**config.mk**
```make
export PLATFORM = sky130hd
export DESIGN_NAME = pce_front
export DESIGN_NICKNAME = d
export VERILOG_FILES = /design/src/design/pearson_correlation_engine_assert.svh /design/src/design/pce_pkg.sv /design/src/design/pce_front.sv
export SDC_FILE = /design/constraint.sdc
export NUM_CORES = 2
export LEC_CHECK = 0
export ABC_CLOCK_PERIOD_IN_PS = 22500
export BUFFER_PORTS_ARGS = -buffer_cell sky130_fd_sc_hd__buf_2
export CAP_MARGIN = 25
export CORE_AREA = 8 8 360 362
export CTS_BUF_LIST = sky130_fd_sc_hd__clkbuf_4 sky130_fd_sc_hd__clkbuf_8
export DETAILED_ROUTE_END_ITERATION = 16
export DIE_AREA = 0 0 368 370
export PLACE_DENSITY = 0.58
export SYNTH_ARGS = -nofsm -noshare
export SYNTH_HDL_FRONTEND = slang
export SYNTH_SLANG_ARGS = --single-unit
```
**constraint.sdc**
```tcl
create_clock -name clk -period 22.5 [get_ports clk]
set_input_delay 1.125 -clock clk [delete_from_list [all_inputs] [get_ports clk]]
set_output_delay 1.125 -clock clk [all_outputs]
set_load 0.1 [all_outputs]
```
**src/design/pearson_correlation_engine_assert.svh**
```systemverilog
// Assertion macros for the Pearson correlation engine.
// Included by the RTL files that carry concurrent checks; needs clk and rst_n in scope.
`ifndef PEARSON_CORRELATION_ENGINE_ASSERT_SVH
`define PEARSON_CORRELATION_ENGINE_ASSERT_SVH
`ifndef SYNTHESIS
`define PCE_ASSERT(lbl, prop, msg) \
  lbl: assert property (@(posedge clk) disable iff (!rst_n) (prop)) else $error(msg);
`define PCE_ASSERT_ALWAYS(lbl, prop, msg) \
  lbl: assert property (@(posedge clk) (prop)) else $error(msg);
`else
`define PCE_ASSERT(lbl, prop, msg)
`define PCE_ASSERT_ALWAYS(lbl, prop, msg)
`endif
`endif

```
**src/design/pce_pkg.sv**
```systemverilog
// Shared types and constants for the Pearson correlation engine.
// No dependencies; used by every module of the block.
`default_nettype none
package pce_pkg;
  localparam int MAX_SAMPLES = 65536;
  localparam int CNT_W = $clog2(MAX_SAMPLES + 1);
  localparam int SUM_W = 34;
  localparam int SQ_W  = 48;
  localparam int ONE_Q14 = 16384;

  typedef struct packed {
    logic signed [15:0] x_value;
    logic signed [15:0] y_value;
    logic               last_cell;
  } in_t;

  typedef struct packed {
    logic signed [15:0] correlation;
    logic               defined;
  } out_t;

  // Sums of one finished vector pair, handed from front to back.
  typedef struct packed {
    logic        [CNT_W-1:0] n;
    logic signed [SUM_W-1:0] sx;
    logic signed [SUM_W-1:0] sy;
    logic signed [SQ_W-1:0]  sxx;
    logic signed [SQ_W-1:0]  syy;
    logic signed [SQ_W-1:0]  sxy;
  } snap_t;
endpackage
`default_nettype wire

```
**src/design/pce_front.sv**
```systemverilog
// Front part: accumulates sample sums and hands them on at each last mark.
// Depends on pce_pkg.
`default_nettype none
module pce_front import pce_pkg::*; (
  input  wire logic  clk,
  input  wire logic  rst_n,
  input  wire logic  in_valid,
  output logic       in_ready,
  input  wire in_t   in_data,
  output logic       q_valid,
  input  wire logic  q_ready,
  output snap_t      q_data
);
  logic        [CNT_W-1:0] n_r, n_nxt;
  logic signed [SUM_W-1:0] sx_r, sy_r, sx_nxt, sy_nxt;
  logic signed [SQ_W-1:0]  sxx_r, syy_r, sxy_r, sxx_nxt, syy_nxt, sxy_nxt;
  logic signed [31:0]      xx, yy, xy;
  logic                    take, accept;

  assign xx = in_data.x_value * in_data.x_value;
  assign yy = in_data.y_value * in_data.y_value;
  assign xy = in_data.x_value * in_data.y_value;
  // Samples past the limit are dropped until the next last mark.
  assign take = n_r < CNT_W'(MAX_SAMPLES);

  always_comb begin
    n_nxt   = n_r;
    sx_nxt  = sx_r;
    sy_nxt  = sy_r;
    sxx_nxt = sxx_r;
    syy_nxt = syy_r;
    sxy_nxt = sxy_r;
    if (take) begin
      n_nxt   = n_r + 1'b1;
      sx_nxt  = sx_r + SUM_W'(in_data.x_value);
      sy_nxt  = sy_r + SUM_W'(in_data.y_value);
      sxx_nxt = sxx_r + SQ_W'(xx);
      syy_nxt = syy_r + SQ_W'(yy);
      sxy_nxt = sxy_r + SQ_W'(xy);
    end
  end

  assign in_ready = q_ready;
  assign accept   = in_valid && in_ready;
  assign q_valid  = in_valid && in_data.last_cell;
  assign q_data   = '{n: n_nxt, sx: sx_nxt, sy: sy_nxt, sxx: sxx_nxt, syy: syy_nxt,
                      sxy: sxy_nxt};

  always_ff @(posedge clk) begin
    if (!rst_n || (accept && in_data.last_cell)) begin
      n_r   <= '0;
      sx_r  <= '0;
      sy_r  <= '0;
      sxx_r <= '0;
      syy_r <= '0;
      sxy_r <= '0;
    end else if (accept) begin
      n_r   <= n_nxt;
      sx_r  <= sx_nxt;
      sy_r  <= sy_nxt;
      sxx_r <= sxx_nxt;
      syy_r <= syy_nxt;
      sxy_r <= sxy_nxt;
    end
  end
endmodule
`default_nettype wire

```
* Yosys cells after proc, flatten, opt, wreduce, memory -nomap -nowiden
Index checks and enable logic that the tools add are counted.
Storage, ports and cells: flip-flop bits (word level) 229, bits of input ports 37, output and inout port bits 231, logic and storage cells 27
Operators by class: $add $sub $neg 6, multiply operators 3, magnitude comparators 1, muxes and demuxes 6, reduce and logical (&&, ||, !) cells 5
Operators with widths (number):
- 48-bit by 32-bit adder with 48-bit output | 3
- 48-bit two-way mux | 3
- 16-bit by 16-bit multiplier with 32-bit output | 3
- 34-bit by 16-bit adder with 34-bit output | 2
- 34-bit two-way mux | 2
- 17-bit by 1-bit adder with 17-bit output, second input constant | 1
- 17-bit < comparator, second input constant | 1
- 17-bit two-way mux | 1
- 1-bit logical AND | 3
- 1-bit logical NOT | 1
- 1-bit logical OR | 1

* Longest topological paths before layout
depth after elaboration 3, mapped depth 28, gate-level depth less buffers 26

* Worst setup path after synthesis
No wires, ideal clock.
kind input to output, from in in_data[16] (netlist bit), to out q_data[92] (netlist bit), arrival 9.889 ns, data required time 21.375 ns, slack 11.486 ns, stages on the path 24, path buffers 2, cell sequence inv_2 > buf_1 > nor2_1 > fa_1 > inv_1 > fa_1 > fa_1 > fa_1 > inv_1 > fa_1 > inv_1 > fa_1 > inv_1 > ha_1 > clkbuf_1 > a21o_1 > a21o_1 > a21oi_1 > o21bai_1 > a21o_1 > a21o_1 > a221oi_1 > xor2_1 > o21ai_0
RTL lines:
- from (decl) | RTL line pce_front.sv:9 | input wire in_t in_data,
- to (decl) | RTL line pce_front.sv:12 | output snap_t q_data

==> impl_metrics.toml <==
[floorplanning]
initial_core_util = 0.425
die-width_um = 368
ios = 268
coreArea_um2 = 124000
rows = 130
dieHeight_um = 370
die_area_um2 = 136000

[setup_path]
crit_fanout = 55
cp-start-kind = "input port"
cp.arrival_ns = 10.27
required_ns = 21.38
reg2reg_slack_ns = 15.53
worst_setup_path_end_kind = "primary output"
crit_type = "input port to primary output"

[cts]
cts_hold_buf = 0
cts-resized-gates = 0
clockBufferDepth = 3
post-cts-setup-buffer-count = 0
cts_buffers = 53
cts_tree = "built"
htreeDepth = 2
cts_root_buf = "clkbuf_8"
path_clk_slew_ns = 0.06
clk_latency_ns = 0.77
cts_sinks = 229

[yosys]
synth_top_cell_by_area = "fa_1"
synthDistinctLibCells = 80
yosys_warnings = 0
yosys.area.top_type_share = 0.383
ys_seq_area_frac = 0.0868
netlist_top_cells_area = "fa_1, ha_1, inv_1"
synth_area_um2 = 52800
ys_seq_elements = 229
syn_nets = 7748
synth_cells = 6193
synthArstFlopShare = 0
synth_edf_count = 0
synth_ff_type = "dfxtp_1"
syn-mean-instance-area_um2 = 8.53

[grt]
grt_antenna_before_repair = 6
grt_max_degree = 209
grt_pass1_vias = 43174
grt_remaining_overflow = 0
grt_first_pass_wirelength_um = 243000
track_usage = 0.225

[routing]
wl_um = 151000
routed_via_density = 5.16
wl_per_cell_um = 18.9
drtIter0Drc = 2751
dr_total_vias = 41329
dr.pass1.iters = 5
final_antenna_net_count = 0
drc = 0

[cells_and_area]
final_cell_area_um2 = 56900
nFillCells = 12370
syn2layout_area_growth_pct = 7.72
drive_gt1_frac = 0.0774
final_nets = 7869
postLayoutCoreUtil = 0.458
instances_no_fill = 8010

[sta]
finalClockSkew_ns = 0.0617
fin_setup_tns_ns = 0
finalHoldViolCount = 0
max_slew_margin = 0.281
drv_slew = 0
max_freq_mhz = 87.8
rsz0062_at_grt = "false"
worst_pin_slew_ns = 1.07
period_share = 0.506
final.min_clock_period_ns = 11.39
setup_viol = 0

[placed_design]
dp.cells = 7907
port_buffers = 267
routabilityCongestion = 0.927
placed_cell_area_um2 = 55700
hpwl_um = 117000

[run_status]
outcome = "completed"

[run]
drv_cap = 0

[min_path]
hp-class = "register to register"
## per-stage QoR
step / hold WS (ns) / setup WS (ns)
2_1_floorplan: 0.449 / 11.49
3_3_place_gp: 0.460 / 11.15
3_5_place_dp: 0.468 / 11.20
4_1_cts: 0.475 / 11.16
5_1_grt: 0.506 / 10.82
6_report: 0.477 / 11.11
## worst max-delay path: stages
cell      delay, ns
buf_2          0.36
buf_4          0.58
and2_1         0.34
fa_2           0.52
inv_1          0.15
fa_1           0.60
fa_1           0.56
inv_1          0.05
fa_1           0.48
fa_1           0.49
inv_1          0.05
fa_1           0.48
inv_1          0.04
ha_1           0.37
a21oi_1        0.16
o21ai_0        0.19
a221oi_1       0.67
nand3_1        0.17
a211oi_1       0.90
o31ai_1        0.36
a311oi_1       0.60
o21ai_1        0.18
xnor2_1        0.16
o21ai_0        0.14
buf_2          0.48
## logic make-up after synthesis
| family | count (synthesis) | synth area share |
|---|---|---|
| AND/OR/NAND/NOR | 1606 | 0.136 |
| buffers and inverters | 1588 | 0.113 |
| adder cells (fa/ha/maj) | 1518 | 0.503 |
| AO/OA/AOI/OAI | 943 | 0.108 |
| XOR/XNOR | 274 | 0.0454 |
| flip-flops | 229 | 0.0868 |
| multiplexers | 35 | 0.00729 |
## synthesized netlist by cell type (31+ instances only)
| master | count |
|---|---|
| inv_1 | 1332 |
| fa_1 | 1010 |
| nand2_1 | 675 |
| ha_1 | 508 |
| nor2_1 | 418 |
| o21ai_0 | 323 |
| a21oi_1 | 262 |
| dfxtp_1 | 229 |
| clkbuf_1 | 221 |
| and2_1 | 204 |
| xnor2_1 | 150 |
| xor2_1 | 124 |
| a21o_1 | 114 |
| nor3_1 | 78 |
| nand3_1 | 72 |
| a31oi_1 | 32 |
| nor2b_1 | 31 |
| o21bai_1 | 31 |
## final cells by class
type	count	area, µm²	share of cell area
clock inverter	20	231	0.00407
multi-input combinational	4376	42300	0.744
clock buffer	75	951	0.0167
inverter	1339	5030	0.0883
antenna	6	15.0	0.000264
sequential	229	4590	0.0806
timing repair buffer	315	1710	0.0301
tap	1650	2060	0.0363
## path summary, 6_finish.rpt
path                                             start                     end  cells past startpoint
worst max-delay path                       in_data[32]             q_data[142]                     25
worst min register to register    sx_r[3]$_SDFFE_PP0P_    sx_r[3]$_SDFFE_PP0P_                      2
worst min-delay path              sx_r[3]$_SDFFE_PP0P_    sx_r[3]$_SDFFE_PP0P_                      2
worst max register to register  sxx_r[25]$_SDFFE_PP0P_  sxx_r[46]$_SDFFE_PP0P_                     19
## metal layers
metal / up-vias / track usage / wire, µm
li1: 19430 / - / -
met1: 20656 / 0.301 / 65800
met2: 1042 / 0.366 / 70100
met3: 201 / 0.0458 / 10200
met4: 0 / 0.0730 / 5240
met5: - / 0 / 0
## registers in the layout, indices dropped and copies added, names as in the netlist
| register | flops |
|---|---|
| sxx_r | 48 |
| n_r | 17 |
| syy_r | 48 |
| sxy_r | 48 |
| sx_r | 34 |
| sy_r | 34 |
## placed cells by master, fill, tap and decap left out, drive strengths merged, types with 124 or more instances in the layout
master and instances:
xnor2 150, and2 204, ha 508, a21oi 267, nand2 675, inv 1338, o21ai 338, fa 1010
buf 314, xor2 124, nor2 418, dfxtp 229
Power is left out: the tool's default activity adds up to more than one toggle a clock period on the data nets, which glitch-free logic cannot reach.
