## src/design/pearson_correlation_engine_assert.svh

```systemverilog
// Assertion macros for the Pearson correlation engine.
// Included by the RTL files that carry concurrent checks; needs clk and rst_n in scope.
`ifndef PEARSON_CORRELATION_ENGINE_ASSERT_SVH
`define PEARSON_CORRELATION_ENGINE_ASSERT_SVH
`ifndef SYNTHESIS
`define PCE_ASSERT(lbl, prop, msg) \
  lbl: assert property (@(posedge clk) disable iff (!rst_n) (prop)) else $error(msg);
`define PCE_ASSERT_ALWAYS(lbl, prop, msg) \
  lbl: assert property (@(posedge clk) (prop)) else $error(msg);
`else
`define PCE_ASSERT(lbl, prop, msg)
`define PCE_ASSERT_ALWAYS(lbl, prop, msg)
`endif
`endif

```

## src/design/pce_pkg.sv

```systemverilog
// Shared types and constants for the Pearson correlation engine.
// No dependencies; used by every module of the block.
`default_nettype none
package pce_pkg;
  localparam int MAX_SAMPLES = 65536;
  localparam int CNT_W = $clog2(MAX_SAMPLES + 1);
  localparam int SUM_W = 34;
  localparam int SQ_W  = 48;
  localparam int ONE_Q14 = 16384;

  typedef struct packed {
    logic signed [15:0] x_value;
    logic signed [15:0] y_value;
    logic               last_cell;
  } in_t;

  typedef struct packed {
    logic signed [15:0] correlation;
    logic               defined;
  } out_t;

  // Sums of one finished vector pair, handed from front to back.
  typedef struct packed {
    logic        [CNT_W-1:0] n;
    logic signed [SUM_W-1:0] sx;
    logic signed [SUM_W-1:0] sy;
    logic signed [SQ_W-1:0]  sxx;
    logic signed [SQ_W-1:0]  syy;
    logic signed [SQ_W-1:0]  sxy;
  } snap_t;
endpackage
`default_nettype wire

```

## src/design/pce_back.sv

```systemverilog
// Back part: forms the covariance terms, root and quotient with a shared
// shift-add multiplier, a digit-by-digit root and a restoring divider. Depends on pce_pkg.
`default_nettype none
`include "pearson_correlation_engine_assert.svh"
module pce_back import pce_pkg::*; (
  input  wire logic  clk,
  input  wire logic  rst_n,
  input  wire logic  q_valid,
  output logic       q_ready,
  input  wire snap_t q_data,
  output logic       out_valid,
  input  wire logic  out_ready,
  output out_t       out_data
);
  localparam int MUL_STEPS  = 64;
  localparam int SQRT_STEPS = 62;
  localparam int DIV_STEPS  = 77;
  localparam int TW = 68;

  typedef enum logic [8:0] {
    S_IDLE = 9'b000000001,
    S_LOAD = 9'b000000010,
    S_MUL  = 9'b000000100,
    S_ACC  = 9'b000001000,
    S_CHK  = 9'b000010000,
    S_NORM = 9'b000100000,
    S_SQRT = 9'b001000000,
    S_DIV  = 9'b010000000,
    S_FIN  = 9'b100000000
  } state_t;

  state_t          state_r;
  snap_t           snap_r;
  logic [2:0]      idx_r;
  logic [6:0]      cnt_r;
  logic [127:0]    ma_r, prod_r;
  logic [63:0]     mb_r, opa, opb;
  logic            psign_r, osign;
  logic [TW-1:0]   a_r, b_r, c_r, sprod;
  logic            cneg_r, def_r, ovf_r;
  logic [123:0]    p_r;
  logic [61:0]     root_r;
  logic [65:0]     srem_r, srem_sh, trial;
  logic [76:0]     num_r;
  logic [63:0]     drem_r, drem_sh;
  logic [15:0]     q_r, mag;
  logic            out_valid_r;
  out_t            out_r;
  logic            fin_load;

  function automatic logic [63:0] mag64(input logic [SQ_W-1:0] v);
    logic [SQ_W-1:0] m;
    m = v[SQ_W-1] ? (~v + 1'b1) : v;
    return 64'(m);
  endfunction

  // Operand selection for the shared multiplier.
  always_comb begin
    opa   = '0;
    opb   = '0;
    osign = 1'b0;
    case (idx_r)
      3'd0: begin opa = 64'(snap_r.n); opb = mag64(snap_r.sxx); end
      3'd1: begin opa = mag64(SQ_W'(snap_r.sx)); opb = opa; end
      3'd2: begin opa = 64'(snap_r.n); opb = mag64(snap_r.syy); end
      3'd3: begin opa = mag64(SQ_W'(snap_r.sy)); opb = opa; end
      3'd4: begin
        opa = 64'(snap_r.n); opb = mag64(snap_r.sxy); osign = snap_r.sxy[SQ_W-1];
      end
      3'd5: begin
        opa = mag64(SQ_W'(snap_r.sx)); opb = mag64(SQ_W'(snap_r.sy));
        osign = snap_r.sx[SUM_W-1] ^ snap_r.sy[SUM_W-1];
      end
      default: begin opa = 64'(a_r[61:0]); opb = 64'(b_r[61:0]); end
    endcase
  end

  assign sprod   = psign_r ? (~{4'b0, prod_r[63:0]} + 1'b1) : {4'b0, prod_r[63:0]};
  assign srem_sh = {srem_r[63:0], p_r[123:122]};
  assign trial   = {2'b0, root_r, 2'b01};
  assign drem_sh = {drem_r[62:0], num_r[76]};
  assign mag     = !def_r ? 16'd0 :
                   (ovf_r || q_r > 16'(ONE_Q14)) ? 16'(ONE_Q14) : q_r;
  assign fin_load = (state_r == S_FIN) && (!out_valid_r || out_ready);
  assign q_ready  = state_r == S_IDLE;
  assign out_valid = out_valid_r;
  assign out_data  = out_r;

  always_ff @(posedge clk) begin
    if (!rst_n) begin
      state_r     <= S_IDLE;
      out_valid_r <= 1'b0;
    end else begin
      if (fin_load) out_valid_r <= 1'b1;
      else if (out_ready) out_valid_r <= 1'b0;
      unique case (state_r)
        S_IDLE: begin
          if (q_valid) begin
            snap_r  <= q_data;
            idx_r   <= 3'd0;
            state_r <= S_LOAD;
          end
        end
        S_LOAD: begin
          ma_r    <= {64'b0, opa};
          mb_r    <= opb;
          psign_r <= osign;
          prod_r  <= '0;
          cnt_r   <= '0;
          state_r <= S_MUL;
        end
        S_MUL: begin
          if (mb_r[0]) prod_r <= prod_r + ma_r;
          ma_r  <= ma_r << 1;
          mb_r  <= mb_r >> 1;
          cnt_r <= cnt_r + 1'b1;
          if (cnt_r == 7'(MUL_STEPS - 1)) state_r <= S_ACC;
        end
        S_ACC: begin
          idx_r <= idx_r + 1'b1;
          case (idx_r)
            3'd0: begin a_r <= sprod; state_r <= S_LOAD; end
            3'd1: begin a_r <= a_r - sprod; state_r <= S_LOAD; end
            3'd2: begin b_r <= sprod; state_r <= S_LOAD; end
            3'd3: begin b_r <= b_r - sprod; state_r <= S_LOAD; end
            3'd4: begin c_r <= sprod; state_r <= S_LOAD; end
            3'd5: begin c_r <= c_r - sprod; state_r <= S_CHK; end
            default: begin
              p_r     <= prod_r[123:0];
              root_r  <= '0;
              srem_r  <= '0;
              cnt_r   <= '0;
              state_r <= S_SQRT;
            end
          endcase
        end
        S_CHK: begin
          if (a_r[TW-1] || a_r == '0 || b_r[TW-1] || b_r == '0) begin
            def_r   <= 1'b0;
            state_r <= S_FIN;
          end else begin
            def_r   <= 1'b1;
            cneg_r  <= c_r[TW-1];
            c_r     <= c_r[TW-1] ? (~c_r + 1'b1) : c_r;
            state_r <= S_NORM;
          end
        end
        S_NORM: begin
          // Divide each sum of squares by four until it fits 62 bits; the
          // covariance follows by the square root of the same factor.
          if (a_r[TW-1:62] != '0) begin
            a_r <= a_r >> 2;
            c_r <= c_r >> 1;
          end else if (b_r[TW-1:62] != '0) begin
            b_r <= b_r >> 2;
            c_r <= c_r >> 1;
          end else begin
            if (c_r[TW-1:62] != '0) c_r <= TW'(1) << 62;
            idx_r   <= 3'd6;
            state_r <= S_LOAD;
          end
        end
        S_SQRT: begin
          p_r <= p_r << 2;
          if (srem_sh >= trial) begin
            srem_r <= srem_sh - trial;
            root_r <= {root_r[60:0], 1'b1};
          end else begin
            srem_r <= srem_sh;
            root_r <= {root_r[60:0], 1'b0};
          end
          if (cnt_r == 7'(SQRT_STEPS - 1)) begin
            cnt_r   <= '0;
            state_r <= S_DIV;
          end else begin
            cnt_r <= cnt_r + 1'b1;
          end
        end
        S_DIV: begin
          if (cnt_r == '0 && drem_r == '0 && q_r == '0 && !ovf_r && num_r == '0) begin
            // First visit: set up the numerator from the finished root.
            if (root_r == '0) begin
              def_r   <= 1'b0;
              state_r <= S_FIN;
            end else begin
              num_r <= {c_r[62:0], 14'b0} + 77'(root_r >> 1);
              cnt_r <= 7'd1;
            end
          end else begin
            num_r <= num_r << 1;
            if (drem_sh >= {2'b0, root_r}) begin
              drem_r <= drem_sh - {2'b0, root_r};
              q_r    <= {q_r[14:0], 1'b1};
            end else begin
              drem_r <= drem_sh;
              q_r    <= {q_r[14:0], 1'b0};
            end
            ovf_r <= ovf_r | q_r[15];
            cnt_r <= cnt_r + 1'b1;
            if (cnt_r == 7'(DIV_STEPS)) state_r <= S_FIN;
          end
        end
        S_FIN: begin
          if (fin_load) begin
            out_r.correlation <= cneg_r ? (~mag + 1'b1) : mag;
            out_r.defined     <= def_r;
            state_r           <= S_IDLE;
          end
        end
        default: state_r <= S_IDLE;
      endcase
      // Divider registers start clean for every vector pair.
      if (state_r == S_IDLE) begin
        drem_r <= '0;
        q_r    <= '0;
        ovf_r  <= 1'b0;
        num_r  <= '0;
        cneg_r <= 1'b0;
      end
    end
  end

  `PCE_ASSERT(a_fin_before_valid, $rose(out_valid_r) |-> $past(state_r == S_FIN), "result without finish")
  `PCE_ASSERT(a_undef_zero, (out_valid_r && !out_r.defined) |-> (out_r.correlation == 16'd0), "undefined result not zero")
  `PCE_ASSERT(a_mag_range, (out_valid_r && out_r.defined) |-> ($signed(out_r.correlation) <= 16'sd16384 && $signed(out_r.correlation) >= -16'sd16384), "correlation out of range")
endmodule
`default_nettype wire

```

## config.mk

```make
export PLATFORM = sky130hd
export DESIGN_NAME = pce_back
export DESIGN_NICKNAME = d
export VERILOG_FILES = /design/src/design/pce_pkg.sv /design/src/design/pce_back.sv
export VERILOG_INCLUDE_DIRS = /design/src /design/src/design
export SDC_FILE = /design/constraint.sdc
export NUM_CORES = 2
export LEC_CHECK = 0
export ABC_AREA = 1
export BUFFER_PORTS_ARGS = -buffer_cell sky130_fd_sc_hd__buf_2
export CORE_MARGIN = 5
export CORE_UTILIZATION = 34
export DETAILED_ROUTE_END_ITERATION = 16
export GPL_ROUTABILITY_DRIVEN = 1
export GPL_TIMING_DRIVEN = 0
export PLACE_DENSITY = 0.55
export SYNTH_ARGS = -nofsm -noshare
export SYNTH_HDL_FRONTEND = slang
export SYNTH_SLANG_ARGS = --single-unit
export TNS_END_PERCENT = 50
```

## constraint.sdc

```tcl
create_clock -name clk -period 34.9 [get_ports clk]
set_input_delay 6.98 -clock clk [delete_from_list [all_inputs] [get_ports clk]]
set_output_delay 6.98 -clock clk [all_outputs]
set_load 0.02 [all_outputs]
```

# --- Yosys cells after proc, flatten, opt, wreduce, memory -nomap -nowiden ---
# Index checks and enable logic that the tools add are counted.
classes:
  n_addsub: 17
  n_eq_ne: 41
  bitwise_logic: 10
  muxes: 78
  order_cmp: 3
  n_reduce_logical: 55
op_table:
  columns: ["cell", "count"]
  rows:
  - ["one-hot mux 68 bit (2 select lines)", 5]
  - ["two-way mux 68 bit", 9]
  - ["one-hot mux 128 bit (2 select lines)", 2]
  - ["two-way mux 64 bit", 5]
  - ["one-hot mux 62 bit (5 select lines)", 1]
  - ["one-hot mux 64 bit (2 select lines)", 2]
  - ["one-hot mux 124 bit (2 select lines)", 1]
  - ["adder 48 x 1 -> 48 bit (second input constant)", 5]
  - ["two-way mux 48 bit", 5]
  - ["inverter 48 bit", 5]
  - ["two-way mux 77 bit", 3]
  - ["one-hot mux 68 bit (3 select lines)", 1]
  - ["subtractor 68 bit", 3]
  - ["one-hot mux 62 bit (3 select lines)", 1]
  - ["adder 68 x 1 -> 68 bit (second input constant)", 2]
  - ["zero test 68 bit", 2]
  - ["adder 128 bit", 1]
  - ["two-way mux 128 bit", 1]
  - ["two-way mux 124 bit", 1]
  - ["one-hot mux 62 bit (2 select lines)", 1]
  - ["two-way mux 9 bit", 10]
  - ["one-hot mux 9 bit (9 select lines)", 1]
  - ["two-way mux 16 bit", 5]
  - ["adder 77 x 61 -> 77 bit", 1]
  - ["other kinds (61)", 131]
totals:
  elab_cells: 233
  register_bits: 1201
  in_bits: 233

# --- Depth between registers and ports, before layout ---
logic_depth:
  word_depth: 7
  ltp_mapped: 30
  mapped_depth_nobuf: 29

# --- Worst setup path before layout ---
# Ideal clock, no wire load.
synth_path:
  path_type: "in2reg"
  from: "input rst_n"
  to: "register snap_r[0] in the netlist's numbering, enable pin"
  setup_time_ps: 1098
  stages: 3
  required_ps: 33802
  arrival_ps: 22785
  slack_ps: 11017
  cell_sequence: "inv_1 -> clkbuf_1 -> nor3_1"
synth_via:
  elab_chain_len: 1
synth_rtl:
  columns: ["item", "line_no", "text"]
  rows:
  - ["start: declaration", "pce_back.sv:7", "input wire logic rst_n,"]
  - ["AND reduction 3 bit (no source line)", null, null]
  - ["end signal: assignment", "pce_back.sv:99", "snap_r <= q_data;"]
  - ["end: declaration", "pce_back.sv:33", "snap_t snap_r;"]
# No other way between the ends.
# A chain may end at the register's enable or synchronous reset.

# --- Worst setup path in the final report ---
layout_path:
  from: "register state_r[6]"
  to: "output q_ready"
layout_via:
  elab_chain_len: 1
layout_rtl:
  columns: ["item", "line_no", "text"]
  rows:
  - ["start: declaration", "pce_back.sv:32", "state_t state_r;"]
  - ["start signal: assignment", "pce_back.sv:91", "state_r <= S_IDLE;"]
  - ["start signal: assignment", "pce_back.sv:101", "state_r <= S_LOAD;"]
  - ["start signal: assignment", "pce_back.sv:110", "state_r <= S_MUL;"]
  - ["equality test 9 x 1 -> 1 bit", "pce_back.sv:85", "assign q_ready = state_r == S_IDLE;"]
  - ["end: declaration", "pce_back.sv:9", "output logic q_ready,"]
# No other way between the ends.

==> summary.txt <==
Drt
  • Drt initial violations: 11040
  • First-pass iteration count of the detailed router: 7
  • Detailed-route via count: 97790
  • Number of remaining DRC errors: 0
  • WL final: 458800 µm
  • Average wire per standard cell: 26.08 µm
  • Via-to-Cell Ratio: 5.558
  • Routed Antenna Nets: 0

Timing
  • Least-Margin Pin Slew: 1.579 ns
  • Final setup viols: 0
  • Period utilization: 0.3181
  • FMAX: 90.07 MHz
  • Worst Slack Setup Final: 23.80 ns
  • Final hold vios: 0
  • Max_slew headroom: -0.05605
  • Clock Skew: 0.1136 ns
  • RSZ-0062 raised after global routing: no
  • Final slew viol count: 26
  • Tmin final: 11.10 ns
  • Setup TNS: 0 ns

Global route
  • Global-route wire length before repair: 648700 µm
  • Largest net degree at the start of global routing: 71
  • Initial antenna violation count: 30
  • Overflow after GRT: 0
  • Number of global-route vias before repair: 92280
  • Tot GR Track Use: 0.3001

Clock network
  • Later-pin clock latency in the skew report: 0.92 ns
  • Max Buffers Root-to-Sink: 4
  • Clock-pin slew on the worst setup and hold paths: 0.06 ns
  • Cts hold-fix bufs: 0
  • Clk root buf: clkbuf_16
  • Post-cts repair resize count: 0
  • CTS tree: yes
  • Post-CTS Setup Bufs: 0
  • Sink Count: 1191
  • CTS Buf Count: 155
  • H-tree Lvls: 4

Logic synthesis
  • Area share of the largest cell type after synthesis: 0.3688
  • Syn nets: 13940
  • Synth area leaders: edfxtp_1, nand2_1, inv_1
  • Synth warnings: 0
  • Post-synthesis cell count: 13230
  • EDFF count, synth: 1181
  • Seq/Total Area, Yosys: 0.3709
  • Seq cells post-synth: 1191
  • Synth async-reset ratio: 0
  • Leading area contributor after synthesis: edfxtp_1
  • Mapped cell area: 96160 µm²
  • Predominant post-synthesis flop cell: edfxtp_1
  • Post-synthesis area per instance: 7.270 µm²
  • Library cells used by synthesis: 79

Floorplanning
  • DIE AREA: 293600 µm²
  • Row cnt: 195
  • Die Wd: 541.8 µm
  • Initial core utilization: 0.3410
  • Die Height: 541.8 µm
  • I/O Pins: 252
  • Core area: 282000 µm²

Power
  • Cell Pwr Density: 58.74 nW/µm²
  • Pleak: 44.79 nW
  • Worst VDD drop: 0.00006010 V
  • Total Power: 6.396 mW

Layout
  • Final design utilization: 0.3861
  • Total Nets Final: 14430
  • Area growth, synth to finish: 13.23%
  • Share of post-route cells with drive strength above 1: 0.06995

Worst setup path
  • Kind of critical path: flop to output pin
  • Startpoint types: flop
  • Crit path arrival time: 4.12 ns
  • Required time worst endpoint: 27.92 ns
  • Setup crit end kind: output pin
  • Worst-path maximum fanout: 10

Placed design
  • RePlAce Congestion: 1.066
  • Pre-CTS WS: 24.00 ns
  • Port Buffer Count: 251
  • HPWL after DPL: 378600 µm

Run status
  • Status: finished with violations
  • Failing checks: max-capacitance violations, max-slew violations

Hold path
  • Min-Delay Path Class: flop to flop

Flow run
  • # Max-Cap Violations: 3
-- placed cells by master (no fill, tap or decap), drive strengths merged, types with 27 or more instances in the layout --
master and n:
ha 474, a211oi 31, a22oi 27, nor2 1641, edfxtp 1181, o21a 73, a31oi 143, o21bai 63
o221ai 56, nand4 196, xnor2 143, nand2 2738, inv 1893, nor3 218, xor2 217, or2 29
a21o 41, clkinv 57, a21boi 29, buf 411, o31ai 41, o211ai 115, nand3 653, a21oi 1300
clkbuf 444, o21ai 1253, nor4 154
-- Yosys cell counts, drive strengths merged, types with 154 or more instances --
library cell  instances
nand2              2738
inv                1882
nor2               1641
a21oi              1300
o21ai              1253
edfxtp             1181
nand3               653
ha                  474
clkbuf              255
nor3                218
xor2                217
nand4               196
nor4                154
-- final timing paths --
path | slack, ns | start | end | cells past startpoint
min reg2reg | 0.50 | p_r[84] | p_r[86] | 2
max | 23.80 | state_r[6] | q_ready | 8
min | 0.50 | p_r[84] | p_r[86] | 2
max reg2reg | 27.33 | psign_r | a_r[55] | 24
-- kinds of logic after synthesis --
logic type,Yosys count,synth area share
AO/OA/AOI/OAI,3284,0.1908
AND/OR/NAND/NOR,5688,0.2553
XOR/XNOR,360,0.03279
buffers and inverters,2224,0.08736
flip-flops,1191,0.3709
adder cells (fa/ha/maj),480,0.06292
-- metal layers --
metal,up-vias,track usage,routed length [µm]
li1,46260,-,-
met2,4393,0.4607,196400
met1,46230,0.3983,191700
met3,892,0.05004,38170
met5,-,0,119
met4,18,0.1759,32490
-- stage by stage --
stage,area (µm²),std cells,hold slack (ns)
after floorplan,96160,13230,0.4431
after global placement,102100,17220,0.4994
after detailed placement,103700,17300,0.5007
after CTS,108800,17580,0.5048
after global routing,108900,17590,0.5294
final,108900,17590,0.5032
-- power by group --
group | total [mW] | internal (mW) | switching (mW) | leakage [nW]
clock network | 1.68 | 0.979 | 0.699 | 2.48
logic | 2.60 | 0.739 | 1.86 | 31.2
registers | 2.12 | 1.95 | 0.169 | 11.1
-- sequential cells by signal, indices dropped and copies added, names as in the netlist, 64 cells and up --
register and cells:
a_r 68, b_r 68, c_r 68, drem_r 64
ma_r 124, num_r 77, p_r 124, prod_r 124
snap_r 229, srem_r 64
-- worst max-delay path, cell delays in order (launching register included) --
cell	delay, ns
dfxtp_1	0.32
nor2_1	0.13
inv_1	0.08
nor2_1	0.10
inv_1	0.10
nor4_1	0.88
clkbuf_1	0.95
clkbuf_1	0.45
buf_2	0.25
-- layout make-up --
type / instances / area [µm²]
plain buffers: 333 / 1308
multi-input cells: 9812 / 52350
inverters: 1891 / 7101
clock buffers: 189 / 4121
repair buffers: 333 / 2618
fillers: 30270 / 173200
diodes: 12 / 30.03
clock inverters: 89 / 1022
well taps: 3743 / 4683
flip-flops and latches: 1191 / 35660
(Power assumes the default switching activity.)
