===== config.mk =====
export PLATFORM = sky130hd
export DESIGN_NAME = pce_queue
export DESIGN_NICKNAME = d
export VERILOG_FILES = /design/src/design/pearson_correlation_engine_assert.svh /design/src/design/pce_pkg.sv /design/src/design/pce_queue.sv
export SDC_FILE = /design/constraint.sdc
export NUM_CORES = 1
export LEC_CHECK = 0
export ABC_AREA = 1
export ABC_CLOCK_PERIOD_IN_PS = 11700
export BUFFER_PORTS_ARGS = -buffer_cell sky130_fd_sc_hd__buf_4
export CELL_PAD_IN_SITES_DETAIL_PLACEMENT = 1
export CELL_PAD_IN_SITES_GLOBAL_PLACEMENT = 1
export CORE_MARGIN = 10
export CORE_UTILIZATION = 40
export DETAILED_ROUTE_END_ITERATION = 8
export GPL_TIMING_DRIVEN = 0
export MAX_ROUTING_LAYER = met4
export PLACE_DENSITY_LB_ADDON = 0.1
export SYNTH_ARGS = -nofsm -noshare
export SYNTH_HDL_FRONTEND = slang
export SYNTH_SLANG_ARGS = --single-unit
export TNS_END_PERCENT = 10

===== constraint.sdc =====
create_clock -name clk -period 11.7 [get_ports clk]
set_clock_uncertainty 0.15 [all_clocks]
set_input_delay 0.585 -clock clk [delete_from_list [all_inputs] [get_ports clk]]
set_output_delay 0.585 -clock clk [all_outputs]
set_load 0.02 [all_outputs]

===== src/design/pearson_correlation_engine_assert.svh =====
// Assertion macros for the Pearson correlation engine.
// Included by the RTL files that carry concurrent checks; needs clk and rst_n in scope.
`ifndef PEARSON_CORRELATION_ENGINE_ASSERT_SVH
`define PEARSON_CORRELATION_ENGINE_ASSERT_SVH
`ifndef SYNTHESIS
`define PCE_ASSERT(lbl, prop, msg) \
  lbl: assert property (@(posedge clk) disable iff (!rst_n) (prop)) else $error(msg);
`define PCE_ASSERT_ALWAYS(lbl, prop, msg) \
  lbl: assert property (@(posedge clk) (prop)) else $error(msg);
`else
`define PCE_ASSERT(lbl, prop, msg)
`define PCE_ASSERT_ALWAYS(lbl, prop, msg)
`endif
`endif


===== src/design/pce_pkg.sv =====
// Shared types and constants for the Pearson correlation engine.
// No dependencies; used by every module of the block.
`default_nettype none
package pce_pkg;
  localparam int MAX_SAMPLES = 65536;
  localparam int CNT_W = $clog2(MAX_SAMPLES + 1);
  localparam int SUM_W = 34;
  localparam int SQ_W  = 48;
  localparam int ONE_Q14 = 16384;

  typedef struct packed {
    logic signed [15:0] x_value;
    logic signed [15:0] y_value;
    logic               last_cell;
  } in_t;

  typedef struct packed {
    logic signed [15:0] correlation;
    logic               defined;
  } out_t;

  // Sums of one finished vector pair, handed from front to back.
  typedef struct packed {
    logic        [CNT_W-1:0] n;
    logic signed [SUM_W-1:0] sx;
    logic signed [SUM_W-1:0] sy;
    logic signed [SQ_W-1:0]  sxx;
    logic signed [SQ_W-1:0]  syy;
    logic signed [SQ_W-1:0]  sxy;
  } snap_t;
endpackage
`default_nettype wire


===== src/design/pce_queue.sv =====
// Two-entry queue of finished sums between front and back.
// Depends on pce_pkg.
`default_nettype none
module pce_queue import pce_pkg::*; (
  input  wire logic  clk,
  input  wire logic  rst_n,
  input  wire logic  wr_valid,
  output logic       wr_ready,
  input  wire snap_t wr_data,
  output logic       rd_valid,
  input  wire logic  rd_ready,
  output snap_t      rd_data
);
  snap_t      mem_r [2];
  logic       wp_r, rp_r;
  logic [1:0] cnt_r;
  logic       push, pop;

  assign wr_ready = cnt_r != 2'd2;
  assign rd_valid = cnt_r != 2'd0;
  assign rd_data  = mem_r[rp_r];
  assign push     = wr_valid && wr_ready;
  assign pop      = rd_valid && rd_ready;

  always_ff @(posedge clk) begin
    if (push) begin
      mem_r[wp_r] <= wr_data;
    end
  end

  always_ff @(posedge clk) begin
    if (!rst_n) begin
      wp_r  <= 1'b0;
      rp_r  <= 1'b0;
      cnt_r <= 2'd0;
    end else begin
      if (push) wp_r <= ~wp_r;
      if (pop) rp_r <= ~rp_r;
      cnt_r <= cnt_r + {1'b0, push} - {1'b0, pop};
    end
  end
endmodule
`default_nettype wire


# Word-level counts from Yosys, hierarchy flattened
# Memories as Yosys holds them, arrays and structs flattened. A register that Yosys moved wholly into a read port is not among the register bits.
# Cells that the tools add are included.
# W data, S select, Z words.
# word_totals
out_inout_bits	231
ff_bits	4
mem_count	1
ram_bits	458
wordCells	16
in_bits	233
# mem_list
name	words	word_bits	rd	rd_clocked_by_memory_dff	wr	line_no	text
mem_r	2	229	1	1	1	pce_queue.sv:14	snap_t mem_r [2];
# classes
add_sub_neg	2
n_mux	4
eq_ne	1
n_bitwise	2
n_reduce_logical	3
# ops
operator	n
$mux W1	4
$add A2 B1 Y2	1
$logic_and A1 B1 Y1	2
$ne A2 B2 Y1 const B	1
$not A1 Y1	2
$reduce_bool A2 Y1	1
$sub A2 B1 Y2	1

# Depth between registers and ports, before layout
# Gate-level depths: netlist of the first run.
# logic_depth
ltp_word	4
ltp_mapped	11

# Worst setup path after synthesis of the first run
# Ideal clock, no wire load.
# synth_timing
path_kind	flip-flop to flip-flop
start	register cnt_r[0]
end	memory mem_r[0][0] (netlist name), enable pin
path_buffers	0
path_stages_with_launch	5
arrival_time_ns	10.197
setup_slack_ns	0.531
cell_sequence	dfxtp_1 inv_1 nand2_1 nand2_1 nor2_1
# synth_via
elab_chain_cells	4
# synth_rtl
element	line_no	text
from (decl)	pce_queue.sv:16	logic [1:0] cnt_r;
from (signal assigned)	pce_queue.sv:39	cnt_r <= cnt_r + {1'b0, push} - {1'b0, pop};
$ne A2 B2 Y1	pce_queue.sv:19	assign wr_ready = cnt_r != 2'd2;
net wr_ready	pce_queue.sv:8	output logic wr_ready,
$logic_and A1 B1 Y1	pce_queue.sv:22	assign push = wr_valid && wr_ready;
$mux W1	pce_queue.sv:26	if (push) begin
$mux W1 (implied by the code)	pce_queue.sv:27	mem_r[wp_r] <= wr_data;
to (decl)	pce_queue.sv:14	
# The timed path passes the listed nets, and every way through them passes these cells.

==> reports/metrics.yaml, run 1 <==
detail_route.wl_per_cell_um: 24.38
fin_util_pct: 54.73
setup_tns_after_final_layout_ns: 0
cell_repeated_most_along_the_worst_path: "sky130_fd_sc_hd__buf_6"
final.setup.worst_slack_ns: 9.001
met2RoutedLength_um: 22990
clock.fmax_mhz: 370.5
num_vias: 8995
cts.hold.buffers_added: 8
final_layout_size_suffix_gt1_share_pct: 59.77
port_buffers: 463
syn-num-nets: 983
worstPathCellList: "buf_6, buf_6, mux2_2, buf_4"
worst_r2r_startpoint: "cnt_r[0]$_SDFF_PN0_"
detailed_place_hpwl_um: 33300
number_of_antenna_violations_at_the_first_check_in_global_routing: 10
cp.depth: 4
number_of_enable_type_register_cells_in_the_synthesized_netlist: 458
critPathCaptureType: "output pin"
clkSlewWorstSetupHoldPaths_ns: 0.06
post_synth_instance_area_um2: 16840
clock_sinks: 463
crit_type: "flip-flop to output pin"
groute.usage.overall_pct: 17.96
dr.first_iter.drc_count: 624
synth.lib_cells_used.distinct: 12
yosysMostFrequentCell: "sky130_fd_sc_hd__edfxtp_1"
cellPowerDensity_nw_per_um2: 223.0
worst_endpoint_required_time_ns: 10.97
via_per_inst: 4.813
critPathLaunchType: "flip-flop"
dominantRegCellSynth: "sky130_fd_sc_hd__edfxtp_1"
r2r_setup_slack_ns: 9.25
tightestPinTransition_ns: 0.7237
synth_top_cells_by_count: "sky130_fd_sc_hd__edfxtp_1 (458), sky130_fd_sc_hd__mux2_2 (229), sky130_fd_sc_hd__buf_6 (23)"
synth_seq_area_share_pct: 82.25
power.ir.vdd_worst_v: 0.0001422
placementRows: 75
placed_standard_cell_area_um2: 21290
wl_met3_um: 4412
cp.arrival_ns: 1.96
cts_htree_levels: 2
finalNetCount: 1517
period_minus_slack_ns: 2.699
yosys_warnings: 0
final.fill_count: 3875
critical_path.endpoint: "rd_data[179]"
floorplan.initialDensity_pct: 40.34
die_x_um: 225.2
clock_tree.root_cell: "sky130_fd_sc_hd__clkbuf_16"
io_pins: 464
drt-pass1-iter-count: 5
crit_slowest_cell: "sky130_fd_sc_hd__dfxtp_1"
timing.rr.end: "mem_r[0][92]$_DFFE_PP_"
global_route.overflow_total: 0
number_of_remaining_drc_errors: 0
yosysTopAreaCell: "sky130_fd_sc_hd__edfxtp_1"
fin_area_um2: 22850
wirelength_met1_um: 17200
number_of_global_route_vias_before_repair: 9799
total_leakage_power_nw: 8.497
grt_setup_unrepaired: "false"
numPlacedInstances: 1762
worst_path_dominant_cell_family: "buffers and inverters"
route.antenna.remaining_nets: 0
timing.final.max_slew_violations: 0
worst_r2r_path_depth: 7
hold_viol_final: 0
synth_top_cells_by_area: "sky130_fd_sc_hd__edfxtp_1 (82%), sky130_fd_sc_hd__mux2_2 (15%), sky130_fd_sc_hd__buf_6 (1.5%)"
synth.avg_cell_area_um2: 22.52
layout.cells.non_filler: 1869
placement.setup.worst_slack_ns: 9.147
min_period_over_period_pct: 23.07
area_growth_syn_to_layout_pct: 35.69
worstPathMaxFanout: 10
core_footprint_um2: 41760
holdWs_ns: 0.04877
synth_async_sr_flop_share_pct: 0
cts_made_buffers: 49
dieHeight_um: 225.2
postCtsSetupRepairBufs: 0
cts_tree: "yes"
clockBufferDepth: 3
ff_latch_count_synth: 463
report.final.setup_viol: 0
clock_latency_of_the_later_clocked_register_in_the_worst_skew_pair_ns: 0.56
worst_path_largest_cell_delay_ns: 0.39
worst_hold_path_type: "primary input to flip-flop"
run_status: "completed"
grt_start_max_net_pins: 94
die_area_um2: 50720
cts.repair.resized: 0
timing.max_slew.rel_slack_pct: 51.64
worstPathBufferInverterCount: 3
finalPower_mw: 5.096
grt_first_pass_wirelength_um: 64340
globalplace.congestion: 0.7320
synth_cells: 748
synth_top_cell_area_share_pct: 81.65
wirelength_um: 45560
timing.max_cap.violations: 0
top_signal_layer_used: "met4"
==> layout by cell type, fill, tap and decap left out <==
cell type                         n
sky130_fd_sc_hd__clkbuf_16       49
sky130_fd_sc_hd__bufinv_16        3
sky130_fd_sc_hd__buf_12           7
sky130_fd_sc_hd__buf_16           5
sky130_fd_sc_hd__mux2_2         229
sky130_fd_sc_hd__nand2_1          9
sky130_fd_sc_hd__inv_1            6
sky130_fd_sc_hd__edfxtp_1       458
sky130_fd_sc_hd__nor2_1           7
sky130_fd_sc_hd__dfxtp_1          5
sky130_fd_sc_hd__dlygate4sd3_1    8
sky130_fd_sc_hd__clkinv_2         6
sky130_fd_sc_hd__inv_8            1
sky130_fd_sc_hd__nand3_1          3
sky130_fd_sc_hd__buf_4          464
sky130_fd_sc_hd__diode_2         10
sky130_fd_sc_hd__buf_6           23
sky130_fd_sc_hd__nor2_4           1
sky130_fd_sc_hd__clkbuf_1        16
sky130_fd_sc_hd__a21oi_1          2
sky130_fd_sc_hd__buf_2            1
sky130_fd_sc_hd__ha_1             2
sky130_fd_sc_hd__clkinv_1        15
==> worst register-to-register path, stage by stage (launching register included) <==
cell and delay, ns:
sky130_fd_sc_hd__dfxtp_1 0.37, sky130_fd_sc_hd__inv_1 0.08, sky130_fd_sc_hd__nand2_1 0.13, sky130_fd_sc_hd__nand2_1 0.15
sky130_fd_sc_hd__nor2_4 0.59, sky130_fd_sc_hd__buf_16 0.25, sky130_fd_sc_hd__buf_12 0.21, sky130_fd_sc_hd__buf_12 0.22
==> sequential cells by signal, summed over array words and instances, names as in the netlist, named ones only <==
register,flops
rp_r,1
wp_r,1
cnt_r,2
mem_r,458
==> final cells by class <==
class | count | area (um^2) | area share (%)
Sequential cell | 463 | 13850 | 60.62
Timing Repair Buffer | 483 | 3834 | 16.77
Multi-Input combinational cell | 253 | 2700 | 11.81
Clock buffer | 65 | 1286 | 5.628
Tap cell | 539 | 674.4 | 2.951
Buffer | 25 | 271.5 | 1.188
Clock inverter | 24 | 176.4 | 0.7719
Inverter | 7 | 33.78 | 0.1478
Antenna cell | 10 | 25.02 | 0.1095
==> worst min-delay path by stage <==
stage	startpoint	to	slack [ns]	depth (start not counted)
finish	wr_data[135]	mem_r[0][135]$_DFFE_PP_	0.05	1
global placement	rp_r$_SDFFE_PN0P_	rp_r$_SDFFE_PN0P_	0.34	2
detailed placement	rp_r$_SDFFE_PN0P_	flip-flop	0.36	2
floorplan	rp_r$_SDFFE_PN0P_	flip-flop	0.32	2
CTS	wr_data[98]	mem_r[1][98]$_DFFE_PP_	0.0001	1
global route	wr_data[5]	mem_r[0][5]$_DFFE_PP_	0.01	1
==> where the power goes <==
part | total, mW | internal [mW] | switching, mW
Sequential | 2.14 | 2.10 | 0.0480
Combinational | 1.51 | 0.669 | 0.844
Clock | 1.44 | 0.833 | 0.606
Total | 5.10 | 3.60 | 1.50
==> metal layers <==
metal | vias up | track usage (%)
met3 | 57 | 7.521
met5 | - | -
met1 | 4561 | 19.61
met4 | 0 | 5.882
li1 | 4065 | -
met2 | 312 | 29.30
==> cells by family (layout without fill, tap and decap cells) <==
group           count (synthesis)  count (layout)  share of synthesized area (%)
fa+ha+maj                       2               2                         0.1485
mux                           229             229                          15.31
flops                         463             463                          82.25
buf+inv                        32             604                          1.768
other cells                     0              10                              0
simple gates                   20              20                         0.4680
compound gates                  2               2                        0.05943
No activity file was read; power rests on OpenSTA's default activity.
==> run 2: changes to the inputs <==
--- a/config.mk
+++ b/config.mk
@@ -5,8 +5,8 @@
 export SDC_FILE = /design/constraint.sdc
 export NUM_CORES = 1
 export LEC_CHECK = 0
-export ABC_AREA = 1
-export ABC_CLOCK_PERIOD_IN_PS = 11700
+export ABC_AREA = 0
+export ABC_CLOCK_PERIOD_IN_PS = 2470
 export BUFFER_PORTS_ARGS = -buffer_cell sky130_fd_sc_hd__buf_4
 export CELL_PAD_IN_SITES_DETAIL_PLACEMENT = 1
 export CELL_PAD_IN_SITES_GLOBAL_PLACEMENT = 1
==> constraint.sdc (replaced) <==
create_clock -name clk -period 2.47 [get_ports clk]
set_clock_uncertainty 0.15 [all_clocks]
set_input_delay 0.1235 -clock clk [delete_from_list [all_inputs] [get_ports clk]]
set_output_delay 0.1235 -clock clk [all_outputs]
set_load 0.02 [all_outputs]
==> run 2 against run 1 <==
Against the previous run:
- global-route usage rose by 1.6 points
- synthesized area is essentially flat
- first-iteration DRC count down 9.3%
- register-to-register slack worse by 8.8 ns
- critical path type unchanged
- sequential power grew to 4.7 times the previous value
- die area barely moved
- cell count grew 11%
- worst setup slack worse by 8.8 ns
- hold slack improved by 0.083 ns
==> reports/metrics.yaml, run 2 <==
timing.rr.end: "mem_r[0][30]$_DFFE_PP_"
grt_util_met2_pct: 34.63
worst_endpoint_required_time_ns: 2.20
dieHeight_um: 225.2
top_register: "mem_r"
route.antenna.remaining_nets: 0
grt_setup_unrepaired: "false"
cts_made_buffers: 49
grt_first_pass_wirelength_um: 71040
cellPowerDensity_nw_per_um2: 976.0
cts_htree_levels: 2
hold_viol_final: 0
clockBufferDepth: 3
yosysMostFrequentCell: "sky130_fd_sc_hd__edfxtp_1"
detailed_place_hpwl_um: 33130
worst_hold_path_type: "primary input to flip-flop"
timing.max_slew.rel_slack_pct: 75.91
io_pins: 464
placement.setup.worst_slack_ns: -0.005168
synth.lib_cells_used.distinct: 18
fin_area_um2: 25090
report.final.setup_viol: 0
synth_top_cell_area_share_pct: 81.68
cts.repair.resized: 0
top_regs: "mem_r: 458 flops, cnt_r: 2 flops"
die_x_um: 225.2
synth_top_cells_by_area: "sky130_fd_sc_hd__edfxtp_1 (82%), sky130_fd_sc_hd__mux2_2 (15%), sky130_fd_sc_hd__buf_6 (1.5%)"
synth-adder-area-share_pct: 0.1486
number_of_global_route_vias_before_repair: 11030
most_common_library_cell_in_the_layout_ignoring_fill_and_taps: "sky130_fd_sc_hd__buf_4"
post_synth_instance_area_um2: 16840
floorplan.initialDensity_pct: 40.32
clock_latency_of_the_later_clocked_register_in_the_worst_skew_pair_ns: 0.56
yosys_warnings: 0
dominantRegCellSynth: "sky130_fd_sc_hd__edfxtp_1"
r2r_setup_slack_ns: 0.41
layout.cells.non_filler: 2076
hold_crit_depth: 2
ff_latch_count_synth: 463
mostFrequentLayoutCells: "sky130_fd_sc_hd__buf_4 (466), sky130_fd_sc_hd__edfxtp_1 (458), sky130_fd_sc_hd__dlygate4sd3_1 (232)"
synth_top_family_by_area: "multiplexers"
wirelength_um: 49390
clock_sinks: 463
groute.layer.met1.usage_pct: 20.00
holdWs_ns: 0.1315
setup_tns_after_final_layout_ns: 0
finalPower_mw: 24.49
power.ir.vdd_worst_v: 0.0007556
area_growth_syn_to_layout_pct: 49.03
groute.usage.overall_pct: 19.51
cp.arrival_ns: 1.97
worstPathMaxFanout: 10
number_of_remaining_drc_errors: 0
tightestPinTransition_ns: 0.3614
numPlacedInstances: 1751
final.fill_count: 3696
dr.first_iter.drc_count: 566
number_of_enable_type_register_cells_in_the_synthesized_netlist: 458
timing.max_cap.violations: 0
final.setup.worst_slack_ns: 0.2275
via_per_inst: 4.779
run_status: "completed"
critPathLaunchType: "flip-flop"
grt_start_max_net_pins: 61
placementRows: 75
timing.final.max_slew_violations: 0
globalRoute.busiestLayer: "met2"
synth_simple_gate_area_share_pct: 0.3641
clock_tree.root_cell: "sky130_fd_sc_hd__clkbuf_16"
number_of_antenna_violations_at_the_first_check_in_global_routing: 10
period_minus_slack_ns: 2.242
die_area_um2: 50700
clkSlewWorstSetupHoldPaths_ns: 0.06
placed_standard_cell_area_um2: 21320
syn-num-nets: 971
post_synth_mux_area_share_pct: 15.37
crit_type: "flip-flop to output pin"
drt-pass1-iter-count: 4
worst_case_hold_path_end_point: "mem_r[0][74]$_DFFE_PP_"
worst_r2r_path_depth: 7
finalNetCount: 1732
worst_r2r_startpoint: "cnt_r[0]$_SDFF_PN0_"
synth_async_sr_flop_share_pct: 0
clock.fmax_mhz: 445.9
port_buffers: 463
min_from: "wr_data[74]"
min_period_over_period_pct: 90.79
critPathCaptureType: "output pin"
largest_register_ffs: 458
total_leakage_power_nw: 9.401
fin_util_pct: 60.09
global_route.usage.met3_pct: 7.170
yosysTopAreaCell: "sky130_fd_sc_hd__edfxtp_1"
detail_route.wl_per_cell_um: 23.79
num_vias: 9921
core_footprint_um2: 41760
final_layout_size_suffix_gt1_share_pct: 52.10
cts_tree: "yes"
synth_compound_gate_area_share_pct: 0.04459
synth_seq_area_share_pct: 82.28
globalplace.congestion: 0.7516
synth.avg_cell_area_um2: 22.88
synthXorXnorAreaFrac_pct: 0.1561
global_route.overflow_total: 0
synth_top_cells_by_count: "sky130_fd_sc_hd__edfxtp_1 (458), sky130_fd_sc_hd__mux2_2 (229), sky130_fd_sc_hd__buf_6 (23)"
synth_cells: 736
run 2: cell types whose count changed after synthesis, sizes merged, moves of 3 or more:
cell	delta
xnor2	+3
inv	-6
nand2	-7
nor2	-7
nand3	-3
run 2: how the worst max path moves through the flow:
stage / start / end / slack (ns) / depth (start not counted)
after floorplan: cnt_r[0]$_SDFF_PN0_ / mem_r[0][0]$_DFFE_PP_ / -2.06 / 3
after global placement: cnt_r[0]$_SDFF_PN0_ / mem_r[0][75]$_DFFE_PP_ / -4.31 / 3
after detailed placement: cnt_r[0]$_SDFF_PN0_ / mem_r[0][70]$_DFFE_PP_ / -0.005 / 7
after CTS: cnt_r[0]$_SDFF_PN0_ / mem_r[0][70]$_DFFE_PP_ / 0.01 / 7
after global routing: flip-flop / rd_data[152] / 0.14 / 4
final: flip-flop / rd_data[152] / 0.23 / 4
run 2: power by group:
part           internal, mW  switching (mW)  leakage [nW]
clock                  3.80            2.86         0.688
combinational          3.54            4.20          4.39
sequential             9.85           0.235          4.32
total                  17.2            7.30          9.40
run 2: critical path, cell delays in order, from the launching register on:
cell                      delay (ns)
sky130_fd_sc_hd__dfxtp_1        0.39
sky130_fd_sc_hd__buf_6          0.24
sky130_fd_sc_hd__buf_6          0.21
sky130_fd_sc_hd__mux2_2         0.38
sky130_fd_sc_hd__buf_4          0.17
run 2: cell families after synthesis:
logic type                 count (synthesis)
xor gates and xnor gates                   3
adders and majority gates                  2
AOI/OAI and AO/OA                          1
DFF                                      463
muxes                                    230
buffers and inverters                     26
and+or+nand+nor                           11
run 2: layout make-up:
type	instances	area [um^2]	share of cell area [%]
clock buffer	59	1264	5.036
antenna	11	27.53	0.1097
timing repair buffer	710	6118	24.38
sequential	463	13850	55.21
multi-input combinational	247	2736	10.91
buffer	25	271.5	1.082
inverter	1	3.754	0.01496
tap	539	674.4	2.688
clock inverter	21	142.6	0.5684
run 2: routing by layer:
| layer | part of all wire (%) | routed length [um] |
|---|---|---|
| met5 | 0 | 0 |
| met4 | 2.3 | 1125 |
| met3 | 7.8 | 3877 |
| met2 | 54 | 26470 |
| met1 | 36 | 17920 |
run 2: timing repair:
item,CTS,global route
pin swaps,1,1
endpoints found under the hold margin,479,0
setup buffers,0,2
endpoints found under the setup margin,18,18
hold buffers,232,0
==> run 3: changes to the inputs <==
--- a/config.mk
+++ b/config.mk
@@ -6,12 +6,12 @@
 export NUM_CORES = 1
 export LEC_CHECK = 0
 export ABC_AREA = 0
-export ABC_CLOCK_PERIOD_IN_PS = 2470
+export ABC_CLOCK_PERIOD_IN_PS = 2800
 export BUFFER_PORTS_ARGS = -buffer_cell sky130_fd_sc_hd__buf_4
 export CELL_PAD_IN_SITES_DETAIL_PLACEMENT = 1
 export CELL_PAD_IN_SITES_GLOBAL_PLACEMENT = 1
 export CORE_MARGIN = 10
-export CORE_UTILIZATION = 40
+export CORE_UTILIZATION = 48
 export DETAILED_ROUTE_END_ITERATION = 8
 export GPL_TIMING_DRIVEN = 0
 export MAX_ROUTING_LAYER = met4
==> constraint.sdc (replaced) <==
create_clock -name clk -period 2.8 [get_ports clk]
set_clock_uncertainty 0.15 [all_clocks]
set_input_delay 0.14 -clock clk [delete_from_list [all_inputs] [get_ports clk]]
set_output_delay 0.14 -clock clk [all_outputs]
set_load 0.02 [all_outputs]
==> run 3 against run 2 <==
Against the previous run:
- global-route usage increased by 7.5 points
- via count increased by 5.1%
- non-clock buffer count decreased by 1
- largest power group unchanged
- highest routed layer unchanged
- cell area decreased by 0.27%
- routed wire length increased by 25%
- hold slack improved by 0.026 ns
- sequential cell count unchanged
==> reports/metrics.yaml, run 3 (synthesis gave the netlist of run 2 again) <==
cts_made_buffers: 48
min_from: "wr_data[140]"
tightestPinTransition_ns: 0.7720
detailed_place_hpwl_um: 34080
worst_endpoint_required_time_ns: 2.90
postCtsSetupRepairBufs: 0
wirelength_met1_um: 21330
io_pins: 464
finalNetCount: 1730
via_per_inst: 5.199
hold_viol_final: 0
clock_tree.root_cell: "sky130_fd_sc_hd__clkbuf_16"
die_x_um: 207.3
clockBufferDepth: 3
number_of_global_route_vias_before_repair: 11730
groute.usage.overall_pct: 26.98
clock.fmax_mhz: 422.0
detail_route.wl_per_cell_um: 30.84
dr.first_iter.drc_count: 636
crit_slowest_cell: "sky130_fd_sc_hd__nor2_4"
placed_standard_cell_area_um2: 21240
worst_path_largest_cell_delay_ns: 0.61
final.fill_count: 2845
wl_met3_um: 4455
grt_setup_unrepaired: "false"
min_period_over_period_pct: 84.63
wirelength_um: 61840
num_vias: 10420
most_common_library_cell_in_the_layout_ignoring_fill_and_taps: "sky130_fd_sc_hd__buf_4"
top_signal_layer_used: "met4"
total_leakage_power_nw: 9.416
timing.max_slew.rel_slack_pct: 48.41
worst_path_dominant_cell_family: "simple AND/OR/NAND/NOR gates"
run_status: "completed"
clock_sinks: 463
placementRows: 68
timing.final.max_slew_violations: 0
floorplan.initialDensity_pct: 48.74
crit_path_launch: "cnt_r[0]$_SDFF_PN0_"
critPathLaunchType: "flip-flop"
final_layout_size_suffix_gt1_share_pct: 52.32
worstPathCellList: "nand2b_4, nand2_4, nor2_4, buf_12, buf_12, buf_12"
mostFrequentLayoutCells: "sky130_fd_sc_hd__buf_4 (464), sky130_fd_sc_hd__edfxtp_1 (458), sky130_fd_sc_hd__dlygate4sd3_1 (232)"
cts_htree_levels: 2
globalplace.congestion: 0.7629
number_of_antenna_violations_at_the_first_check_in_global_routing: 12
number_of_remaining_drc_errors: 0
largest_register_ffs: 458
setup_tns_after_final_layout_ns: 0
period_minus_slack_ns: 2.370
report.final.setup_viol: 0
critPathCaptureType: "flip-flop"
worst_r2r_startpoint: "cnt_r[0]$_SDFF_PN0_"
met2RoutedLength_um: 34290
cellPowerDensity_nw_per_um2: 886.7
route.antenna.remaining_nets: 0
die_area_um2: 42970
worstPathMaxFanout: 24
clock_latency_of_the_later_clocked_register_in_the_worst_skew_pair_ns: 0.56
timing.max_cap.violations: 0
crit_type: "flip-flop to flip-flop"
drt-pass1-iter-count: 5
power.ir.vdd_worst_v: 0.0006039
grt_start_max_net_pins: 59
fin_area_um2: 25030
cp.arrival_ns: 2.47
core_footprint_um2: 34540
clkSlewWorstSetupHoldPaths_ns: 0.06
worstPathBufferInverterCount: 3
worst_hold_path_type: "primary input to flip-flop"
grt_first_pass_wirelength_um: 83290
global_route.overflow_total: 0
dieHeight_um: 207.3
area_growth_syn_to_layout_pct: 48.63
port_buffers: 463
cts.repair.resized: 0
cell_repeated_most_along_the_worst_path: "sky130_fd_sc_hd__buf_12"
finalPower_mw: 22.19
cts_tree: "yes"
r2r_setup_slack_ns: 0.43
top_register: "mem_r"
fin_util_pct: 72.45
top_regs: "mem_r: 458 flops, cnt_r: 2 flops"
[run 3: cell types whose count changed in the layout (fill, tap and decap cells not counted), sizes merged]
cell,delta
buf,-1
clkbuf,-3
diode,+8
clkinvlp,+1
clkinv,+9
bufinv,-1
[run 3: final cells by class]
| cell class | instances | area [um^2] | area share [%] |
|---|---|---|---|
| Sequential cell | 463 | 13850 | 55.36 |
| Multi-Input combinational cell | 247 | 2736 | 10.93 |
| Antenna cell | 19 | 47.55 | 0.1900 |
| Timing Repair Buffer | 709 | 6131 | 24.50 |
| Buffer | 25 | 271.5 | 1.085 |
| Tap cell | 455 | 569.3 | 2.275 |
| Clock inverter | 30 | 158.9 | 0.6350 |
| Inverter | 1 | 3.754 | 0.01500 |
| Clock buffer | 56 | 1252 | 5.005 |
[run 3: layer usage]
layer,track usage (%),vias up
met3,7.611,85
met4,8.480,0
met1,27.56,5383
li1,-,4479
met5,-,-
met2,48.95,476
[run 3: path summary, 6_finish.rpt]
path                                           endpoint  cells past startpoint
worst min-delay path            mem_r[0][140]$_DFFE_PP_                      2
worst max register to register   mem_r[0][47]$_DFFE_PP_                      6
worst min register to register                flip-flop                      2
worst max-delay path             mem_r[0][47]$_DFFE_PP_                      6
[run 3: worst reg2reg max path, cell delays in order, from the launching register on]
cell and delay (ns):
sky130_fd_sc_hd__dfxtp_2 0.35, sky130_fd_sc_hd__nand2b_4 0.15, sky130_fd_sc_hd__nand2_4 0.07, sky130_fd_sc_hd__nor2_4 0.61, sky130_fd_sc_hd__buf_12 0.28, sky130_fd_sc_hd__buf_12 0.21
sky130_fd_sc_hd__buf_12 0.23
[run 3: timing repair]
| item | CTS | global route |
|---|---|---|
| setup endpoints to repair | 0 | 0 |
| hold buffers | 232 | 0 |
| hold endpoints to repair | 476 | 0 |
[run 3: stage by stage]
stage	hold slack, ns	std cells	setup slack, ns
after floorplan	0.08887	736	-1.726
after global placement	0.1748	1654	-3.756
after detailed placement	0.1775	1668	0.4722
after CTS	0.1361	1986	0.4460
after global routing	0.1365	2003	0.2967
final	0.1576	2005	0.4303
[run 3: report_power, final]
group | internal [mW] | total (mW) | switching, mW
Clock | 3.28 | 6.09 | 2.82
Sequential | 8.70 | 9.00 | 0.303
Combinational | 3.14 | 7.09 | 3.95
